`config.mk`:
```
export PLATFORM = sky130hd
export DESIGN_NAME = hhfe_ctrl_flat
export DESIGN_NICKNAME = d
export VERILOG_FILES = /design/src/hdl/hhfe_pkg.sv /design/src/hdl/hhfe_if.sv /design/src/hdl/hhfe_ctrl.sv /design/src/flat_wrapper.sv
export SDC_FILE = /design/constraint.sdc
export NUM_CORES = 1
export LEC_CHECK = 0
export CAP_MARGIN = 20
export CORE_MARGIN = 8
export CORE_UTILIZATION = 60
export DETAILED_ROUTE_END_ITERATION = 10
export DONT_BUFFER_PORTS = 1
export GPL_TIMING_DRIVEN = 0
export MAX_ROUTING_LAYER = met4
export PLACE_DENSITY_LB_ADDON = 0.15
export SKIP_LAST_GASP = 1
export SLEW_MARGIN = 20
export SYNTH_ARGS = -nofsm -noshare
export SYNTH_HDL_FRONTEND = slang
export SYNTH_SLANG_ARGS = --single-unit
export TNS_END_PERCENT = 50
```
`constraint.sdc`:
```
create_clock -name clk -period 8.5 [get_ports clk]
set_input_delay 0.85 -clock clk [delete_from_list [all_inputs] [get_ports clk]]
set_output_delay 0.85 -clock clk [all_outputs]
set_load 0.03 [all_outputs]
```
`src/hdl/hhfe_pkg.sv`:
```
`default_nettype none
// ----------------------------------------------------------------------------
// hhfe_pkg
// Shared types and constants of the header hunting frame extractor.
// ----------------------------------------------------------------------------
package hhfe_pkg;

  localparam int DEFAULT_DEPTH = 1024;
  localparam int MIN_FRAME     = 10;
  localparam int MAX_FRAME     = 64;
  localparam int CFG_IDX_W     = 3;

  localparam logic [7:0] RST_HEADER_FIRST   = 8'hAA;
  localparam logic [7:0] RST_HEADER_SECOND  = 8'hBB;
  localparam logic [7:0] RST_SHORT_TYPE     = 8'h01;
  localparam logic [6:0] RST_SHORT_LENGTH   = 7'd10;
  localparam logic [6:0] RST_LONG_LENGTH    = 7'd11;
  localparam logic [7:0] RST_TRAILER_FIRST  = 8'hAA;
  localparam logic [7:0] RST_TRAILER_SECOND = 8'hBB;

  typedef enum logic [CFG_IDX_W-1:0] {
    REG_HEADER_FIRST   = 3'd0,
    REG_HEADER_SECOND  = 3'd1,
    REG_SHORT_TYPE     = 3'd2,
    REG_SHORT_LENGTH   = 3'd3,
    REG_LONG_LENGTH    = 3'd4,
    REG_TRAILER_FIRST  = 3'd5,
    REG_TRAILER_SECOND = 3'd6
  } cfg_reg_t;

  typedef struct packed {
    logic [7:0] header_first;
    logic [7:0] header_second;
    logic [7:0] short_type_code;
    logic [6:0] short_length;
    logic [6:0] long_length;
    logic [7:0] trailer_first;
    logic [7:0] trailer_second;
  } cfg_t;

  typedef enum logic [2:0] {
    ST_IDLE,
    ST_HUNT,
    ST_HDR0,
    ST_HDR1,
    ST_LEN,
    ST_TRL0,
    ST_TRL1,
    ST_EMIT
  } state_t;

endpackage
`default_nettype wire

```
`src/hdl/hhfe_if.sv`:
```
`default_nettype none
// ----------------------------------------------------------------------------
// hhfe_if
// Valid/ready channels: raw byte stream in, frame bytes out, register writes.
// ----------------------------------------------------------------------------
interface hhfe_stream_if;
  logic       valid;
  logic       ready;
  logic [7:0] stream_byte;
  modport source (output valid, output stream_byte, input ready);
  modport sink   (input valid, input stream_byte, output ready);
endinterface

interface hhfe_frame_if;
  logic       valid;
  logic       ready;
  logic [7:0] frame_byte;
  logic [5:0] byte_offset;
  logic       last_byte;
  modport source (output valid, output frame_byte, output byte_offset, output last_byte,
                  input ready);
  modport sink   (input valid, input frame_byte, input byte_offset, input last_byte,
                  output ready);
endinterface

`default_nettype wire

```
`src/hdl/hhfe_ctrl.sv`:
```
`default_nettype none
// ----------------------------------------------------------------------------
// hhfe_ctrl
// Ring pointers, header hunt, length and trailer check, frame read-out.
// ----------------------------------------------------------------------------
module hhfe_ctrl import hhfe_pkg::*; #(
  parameter int BUFFER_DEPTH = DEFAULT_DEPTH
) (
  input  logic                            clk,
  input  logic                            rst,
  hhfe_stream_if.sink                     stream,
  hhfe_frame_if.source                    frame,
  input  cfg_t                            regs,
  output logic                            ring_we,
  output logic [$clog2(BUFFER_DEPTH)-1:0] ring_waddr,
  output logic [7:0]                      ring_wdata,
  output logic                            ring_re,
  output logic [$clog2(BUFFER_DEPTH)-1:0] ring_raddr,
  input  logic [7:0]                      ring_rdata
);

  localparam int AW = $clog2(BUFFER_DEPTH);
  localparam int FW = $clog2(BUFFER_DEPTH + 1);
  localparam logic [AW:0]   DEPTH_A = (AW+1)'(BUFFER_DEPTH);
  localparam logic [FW-1:0] FULL    = FW'(BUFFER_DEPTH);

  state_t        state, state_next;
  logic [AW-1:0] rd_ptr, rd_ptr_next;
  logic [AW-1:0] wr_ptr, wr_ptr_next;
  logic [FW-1:0] fill, fill_next;
  logic          final_hunt, final_hunt_next;
  logic [7:0]    hold, hold_next;
  logic [6:0]    size, size_next;
  logic [5:0]    k, k_next;
  logic          out_valid, out_valid_next;
  logic [7:0]    out_byte, out_byte_next;
  logic [5:0]    out_off, out_off_next;
  logic          out_last, out_last_next;
  logic [6:0]    len_sel, len_clamped;
  logic [5:0]    size_m1;

  function automatic logic [AW-1:0] ptr_add(input logic [AW-1:0] p, input logic [6:0] off);
    logic [AW:0] s;
    s = {1'b0, p} + (AW+1)'(off);
    if (s >= DEPTH_A) begin
      s = s - DEPTH_A;
    end
    return s[AW-1:0];
  endfunction

  assign len_sel = (ring_rdata == regs.short_type_code) ? regs.short_length
                                                         : regs.long_length;
  assign len_clamped = (len_sel < 7'(MIN_FRAME)) ? 7'(MIN_FRAME) :
                       (len_sel > 7'(MAX_FRAME)) ? 7'(MAX_FRAME) : len_sel;
  assign size_m1 = 6'(size - 7'd1);

  assign stream.ready      = (state == ST_IDLE);
  assign frame.valid       = out_valid;
  assign frame.frame_byte  = out_byte;
  assign frame.byte_offset = out_off;
  assign frame.last_byte   = out_last;

  always_ff @(posedge clk) begin
    if (rst) begin
      state      <= ST_IDLE;
      rd_ptr     <= '0;
      wr_ptr     <= '0;
      fill       <= '0;
      final_hunt <= 1'b0;
      out_valid  <= 1'b0;
    end else begin
      state      <= state_next;
      rd_ptr     <= rd_ptr_next;
      wr_ptr     <= wr_ptr_next;
      fill       <= fill_next;
      final_hunt <= final_hunt_next;
      out_valid  <= out_valid_next;
    end
  end

  always_ff @(posedge clk) begin
    hold     <= hold_next;
    size     <= size_next;
    k        <= k_next;
    out_byte <= out_byte_next;
    out_off  <= out_off_next;
    out_last <= out_last_next;
  end

  always_comb begin
    state_next      = state;
    rd_ptr_next     = rd_ptr;
    wr_ptr_next     = wr_ptr;
    fill_next       = fill;
    final_hunt_next = final_hunt;
    hold_next       = hold;
    size_next       = size;
    k_next          = k;
    out_valid_next  = out_valid && !frame.ready;
    out_byte_next   = out_byte;
    out_off_next    = out_off;
    out_last_next   = out_last;
    ring_we         = 1'b0;
    ring_waddr      = wr_ptr;
    ring_wdata      = stream.stream_byte;
    ring_re         = 1'b0;
    ring_raddr      = rd_ptr;

    case (state)
      ST_IDLE: begin
        if (stream.valid) begin
          ring_we     = 1'b1;
          wr_ptr_next = ptr_add(wr_ptr, 7'd1);
          // full ring: overwrite the oldest byte, fill stays put
          if (fill == FULL) begin
            rd_ptr_next = ptr_add(rd_ptr, 7'd1);
          end else begin
            fill_next = fill + FW'(1);
          end
          final_hunt_next = 1'b0;
          state_next      = ST_HUNT;
        end
      end
      ST_HUNT: begin
        if (fill < FW'(2)) begin
          state_next = ST_IDLE;
        end else begin
          ring_re    = 1'b1;
          ring_raddr = rd_ptr;
          state_next = ST_HDR0;
        end
      end
      ST_HDR0: begin
        hold_next  = ring_rdata;
        ring_re    = 1'b1;
        ring_raddr = ptr_add(rd_ptr, 7'd1);
        state_next = ST_HDR1;
      end
      ST_HDR1: begin
        if (hold == regs.header_first && ring_rdata == regs.header_second) begin
          if (final_hunt || fill < FW'(3)) begin
            state_next = ST_IDLE;
          end else begin
            ring_re    = 1'b1;
            ring_raddr = ptr_add(rd_ptr, 7'd2);
            state_next = ST_LEN;
          end
        end else begin
          rd_ptr_next = ptr_add(rd_ptr, 7'd1);
          fill_next   = fill - FW'(1);
          state_next  = ST_HUNT;
        end
      end
      ST_LEN: begin
        size_next = len_clamped;
        if (fill < FW'(len_clamped)) begin
          state_next = ST_IDLE;
        end else begin
          ring_re    = 1'b1;
          ring_raddr = ptr_add(rd_ptr, 7'd8);
          state_next = ST_TRL0;
        end
      end
      ST_TRL0: begin
        hold_next  = ring_rdata;
        ring_re    = 1'b1;
        ring_raddr = ptr_add(rd_ptr, 7'd9);
        state_next = ST_TRL1;
      end
      ST_TRL1: begin
        if (hold == regs.trailer_first && ring_rdata == regs.trailer_second) begin
          ring_re    = 1'b1;
          ring_raddr = rd_ptr;
          k_next     = '0;
          state_next = ST_EMIT;
        end else begin
          // bad trailer: drop one byte, hunt once more, then stop
          rd_ptr_next     = ptr_add(rd_ptr, 7'd1);
          fill_next       = fill - FW'(1);
          final_hunt_next = 1'b1;
          state_next      = ST_HUNT;
        end
      end
      ST_EMIT: begin
        // read data holds while the output slot is blocked
        if (!out_valid || frame.ready) begin
          out_valid_next = 1'b1;
          out_byte_next  = ring_rdata;
          out_off_next   = k;
          out_last_next  = (k == size_m1);
          if (k == size_m1) begin
            rd_ptr_next = ptr_add(rd_ptr, size);
            fill_next   = fill - FW'(size);
            state_next  = ST_IDLE;
          end else begin
            k_next     = k + 6'd1;
            ring_re    = 1'b1;
            ring_raddr = ptr_add(rd_ptr, 7'(k) + 7'd1);
          end
        end
      end
      default: begin
        state_next = ST_IDLE;
      end
    endcase
  end

  logic [FW:0] chk_sum;
  assign chk_sum = (FW+1)'(rd_ptr) + (FW+1)'(fill);

`ifndef SYNTH
  a_fill_bound: assert property (@(posedge clk) disable iff (rst)
    fill <= FULL)
    else $error("fill count beyond ring depth");

  a_ptr_consistent: assert property (@(posedge clk) disable iff (rst)
    state == ST_IDLE |->
      (chk_sum == (FW+1)'(wr_ptr) ||
       chk_sum == (FW+1)'(wr_ptr) + (FW+1)'(BUFFER_DEPTH)))
    else $error("read pointer, fill and write pointer disagree");

  a_accept_fills: assert property (@(posedge clk) disable iff (rst)
    stream.valid && stream.ready |=> fill != '0)
    else $error("accepted item left ring empty");

  a_load_from_emit: assert property (@(posedge clk) disable iff (rst)
    out_valid && !$past(out_valid) |-> $past(state) == ST_EMIT)
    else $error("output loaded outside frame read-out");

  a_emit_buffered: assert property (@(posedge clk) disable iff (rst)
    state == ST_EMIT |-> fill >= FW'(size))
    else $error("read-out of a frame not fully buffered");
`endif

endmodule
`default_nettype wire

```
`src/flat_wrapper.sv`:
```
// flat-port wrapper written by rule: the top's interface ports become plain ports
module hhfe_ctrl_flat import hhfe_pkg::*;
#(
  parameter int BUFFER_DEPTH = DEFAULT_DEPTH
)
  (clk, rst, regs, ring_we, ring_waddr, ring_wdata, ring_re, ring_raddr, ring_rdata, stream_valid, stream_stream_byte, stream_ready, frame_valid, frame_frame_byte, frame_byte_offset, frame_last_byte, frame_ready);
  hhfe_stream_if stream_i ();
  hhfe_frame_if frame_i ();
  input  logic clk;
  input  logic rst;
  input  cfg_t regs;
  output logic ring_we;
  output logic [$clog2(BUFFER_DEPTH)-1:0] ring_waddr;
  output logic [7:0] ring_wdata;
  output logic ring_re;
  output logic [$clog2(BUFFER_DEPTH)-1:0] ring_raddr;
  input  logic [7:0] ring_rdata;
  input wire logic [$bits(stream_i.valid)-1:0] stream_valid;
  input wire logic [$bits(stream_i.stream_byte)-1:0] stream_stream_byte;
  output wire logic [$bits(stream_i.ready)-1:0] stream_ready;
  output wire logic [$bits(frame_i.valid)-1:0] frame_valid;
  output wire logic [$bits(frame_i.frame_byte)-1:0] frame_frame_byte;
  output wire logic [$bits(frame_i.byte_offset)-1:0] frame_byte_offset;
  output wire logic [$bits(frame_i.last_byte)-1:0] frame_last_byte;
  input wire logic [$bits(frame_i.ready)-1:0] frame_ready;
  assign stream_i.valid = stream_valid;
  assign stream_i.stream_byte = stream_stream_byte;
  assign stream_ready = stream_i.ready;
  assign frame_valid = frame_i.valid;
  assign frame_frame_byte = frame_i.frame_byte;
  assign frame_byte_offset = frame_i.byte_offset;
  assign frame_last_byte = frame_i.last_byte;
  assign frame_i.ready = frame_ready;
  hhfe_ctrl #(.BUFFER_DEPTH(BUFFER_DEPTH)) u_core (.clk(clk), .rst(rst), .stream(stream_i), .frame(frame_i), .regs(regs), .ring_we(ring_we), .ring_waddr(ring_waddr), .ring_wdata(ring_wdata), .ring_re(ring_re), .ring_raddr(ring_raddr), .ring_rdata(ring_rdata));
endmodule
```
==> results_dict.tcl <==
set metrics [dict create \
    status "finished clean" \
    dieArea_sq_um 13600 \
    ctsHoldBuffers 0 \
    switching_share 0.320 \
    power_frac_comb 0.238 \
    vdd_drop_max_v 0.0000762 \
    wl_per_cell_um 21.3 \
    fp.dieH_um 117 \
    cts-root-buf "clkbuf_8" \
    n_antenna_cell 0 \
    yosys_warnings 0 \
    rsz0062_at_grt "false" \
    netlist_area_sq_um 6080 \
    p_per_area_nw_per_um2 141 \
    path_max_fanout 10 \
    cts_resized 0 \
    clkPwrFrac 0.335 \
    intPower_w 0.000622 \
    core_area_sq_um 9820 \
    finalSetupViolations 0 \
    reg2reg_from "u_core.state[2]" \
    synth_edf_count 36 \
    pwr-share-seq 0.426 \
    crit_start "regs[37]" \
    grt_antenna_before_repair 0 \
    hold_viol 0 \
    finalCritPeriodShare 0.758 \
    cts.sinks 72 \
    drive_above_1_share 0.0729 \
    grtUsageMet2 0.458 \
    cp_data_arrival_time_ns 5.59 \
    routed_wl_mm 18.6 \
    grt_overflow 0 \
    grt_pass1_vias 5479 \
    syn_avg_cell_area_sq_um 8.40 \
    fin_tns_setup_ns 0 \
    hold_path_class "reg -> reg" \
    crit_path_start_kind "primary input" \
    syn_inst 724 \
    cp.required_ns 7.65 \
    grtUsageMet3 0.0512 \
    worst_pin_slew_ns 1.09 \
    post_cts_buffers 0 \
    max_freq_ghz 0.155 \
    drc_errors 0 \
    yosysUniqueCellTypes 76 \
    pin_count 121 \
    cellLeakagePower_nw 2.52 \
    syn_nets 837 \
    ys_top_cells_by_count "nor2_1, nand2_1, o21ai_0" \
    die_x_um 117 \
    final_max_slew_viol_count 0 \
    cts_tree "built" \
    num-nets-final 849 \
    worst_setup_path_end_kind "output pin" \
    grt_pass1_wl_mm 28.7 \
    synthTopCellsByArea "edfxtp_1, dfxtp_1, ha_1, xor2_1, xnor2_1" \
    synth.top_cell.area_share 0.178 \
    rows 36 \
    htreeDepth 3 \
    clock_skew_ns 0.0133 \
    detail_route.vias_per_cell 6.45 \
    post-route-util 0.660 \
    initial_core_util 0.619 \
    clk-insertion-delay-late_ns 0.37 \
    clk_path_buf_depth 2 \
    port_buffers 0 \
    cts_made_buffers 9 \
    grt.met1_usage 0.332 \
    syn2layout_area_growth_pct 6.52 \
    yosys.area.top_type "edfxtp_1" \
    p_switching_w 0.000293 \
    top_usage_layer "met2" \
    worstSetupPathType "in -> out" \
    drt_pre_antenna_iters 5 \
    post-dp-hpwl_mm 14.6 \
    synth_most_common_cell "nor2_1" \
    clkTransAtPathRegs_ns 0.08 \
    gp_congestion 0.940 \
    ys_ff_latch 72 \
    drtIter0Drc 434 \
    holdWs_ns 0.538 \
    period_needed_ns 6.44 \
    ant_nets 0 \
    async_flop_share 0 \
    grt.total_usage 0.281 \
    num_vias 5638 \
    maxCapViolCount 0 \
    hp-start "u_core.final_hunt" \
    grt_max_degree 16 \
    ys.flop_type "edfxtp_1" \
    slew-limit-headroom 0.271 \
    ys_seq_area_frac 0.296 \
]
through the flow:
step	instance area, sq um	total power [W]	std cells	setup slack (ns)
5_1_grt	6480	0.000953	874	1.83
4_1_cts	6470	0.000913	874	2.21
6_report	6480	0.000915	874	2.06
3_5_place_dp	6250	0.000612	858	2.22
2_1_floorplan	6080	0.000559	724	3.45
3_3_place_gp	6250	0.000606	857	2.23
flip-flops by register name, indices dropped and copies added, names as in the netlist, 3 cells and up:
name,cells
u_core.frame.frame_byte,8
u_core.ring_waddr,10
u_core.k,6
u_core.rd_ptr,10
u_core.hold,8
u_core.frame.byte_offset,6
u_core.size,7
u_core.state,3
u_core.fill,11
worst paths after layout:
| check | end | slack [ns] | cells after the start |
|---|---|---|---|
| max | ring_raddr[8] | 2.06 | 13 |
| max reg2reg | u_core.fill[10] | 4.16 | 14 |
| min reg2reg | u_core.final_hunt | 0.54 | 2 |
| min | u_core.final_hunt | 0.54 | 2 |
layer usage:
layer / wire length, um / up-vias
met5: 0 / -
met1: 7750 / 2663
met2: 8740 / 241
met3: 1380 / 54
met4: 778 / 0
li1: - / 2680
cells in the final DEF (no fill, tap or decap), drive strengths merged, types with 7 or more instances in the layout:
master and count:
nor4 10, o21ai 51, xnor2 39, nor3 20, clkbuf 43, mux2i 19
dfxtp 36, nand3 24, nand2 58, a21o 7, nor2 70, ha 36
and2 8, xor2 43, inv 32, a21oi 42, buf 14, edfxtp 36
o21a 8, nand4 18, a31oi 9, a211oi 12
layout make-up:
cell class | instances | area, sq um
plain buffers | 42 | 226
clock buffers | 14 | 188
clock inverters | 2 | 35.0
fillers | 854 | 3340
inverters | 34 | 128
multi-input cells | 576 | 3930
flip-flops and latches | 72 | 1800
well taps | 133 | 166
repair buffers | 1 | 5.00
worst max-delay path: stages:
cell      delay, ns
xor2_1         0.14
nor4_1         0.43
nand2_1        0.28
mux2i_1        0.51
o311ai_0       0.38
ha_1           0.39
nand4_1        0.11
nor2_1         0.16
o211ai_1       0.12
o21ai_0        0.76
clkbuf_1       0.56
a41oi_1        0.22
a22oi_1        0.68
power groups by stage:
stage | combinational, W | clock [W] | sequential (W)
2_1_floorplan | 0.000166 | 0 | 0.000393
3_3_place_gp | 0.000208 | 0 | 0.000397
3_5_place_dp | 0.000214 | 0 | 0.000398
4_1_cts | 0.000215 | 0.000308 | 0.000390
5_1_grt | 0.000237 | 0.000324 | 0.000392
6_report | 0.000218 | 0.000307 | 0.000390
cells by family after synthesis:
logic type / Yosys count / synth area share
mux: 20 / 0.0331
compound gates: 189 / 0.210
buf+inv: 76 / 0.0582
simple gates: 245 / 0.199
flops: 72 / 0.296
fa+ha+maj: 40 / 0.0856
xor+xnor: 82 / 0.118
(Power assumes the default switching activity.)
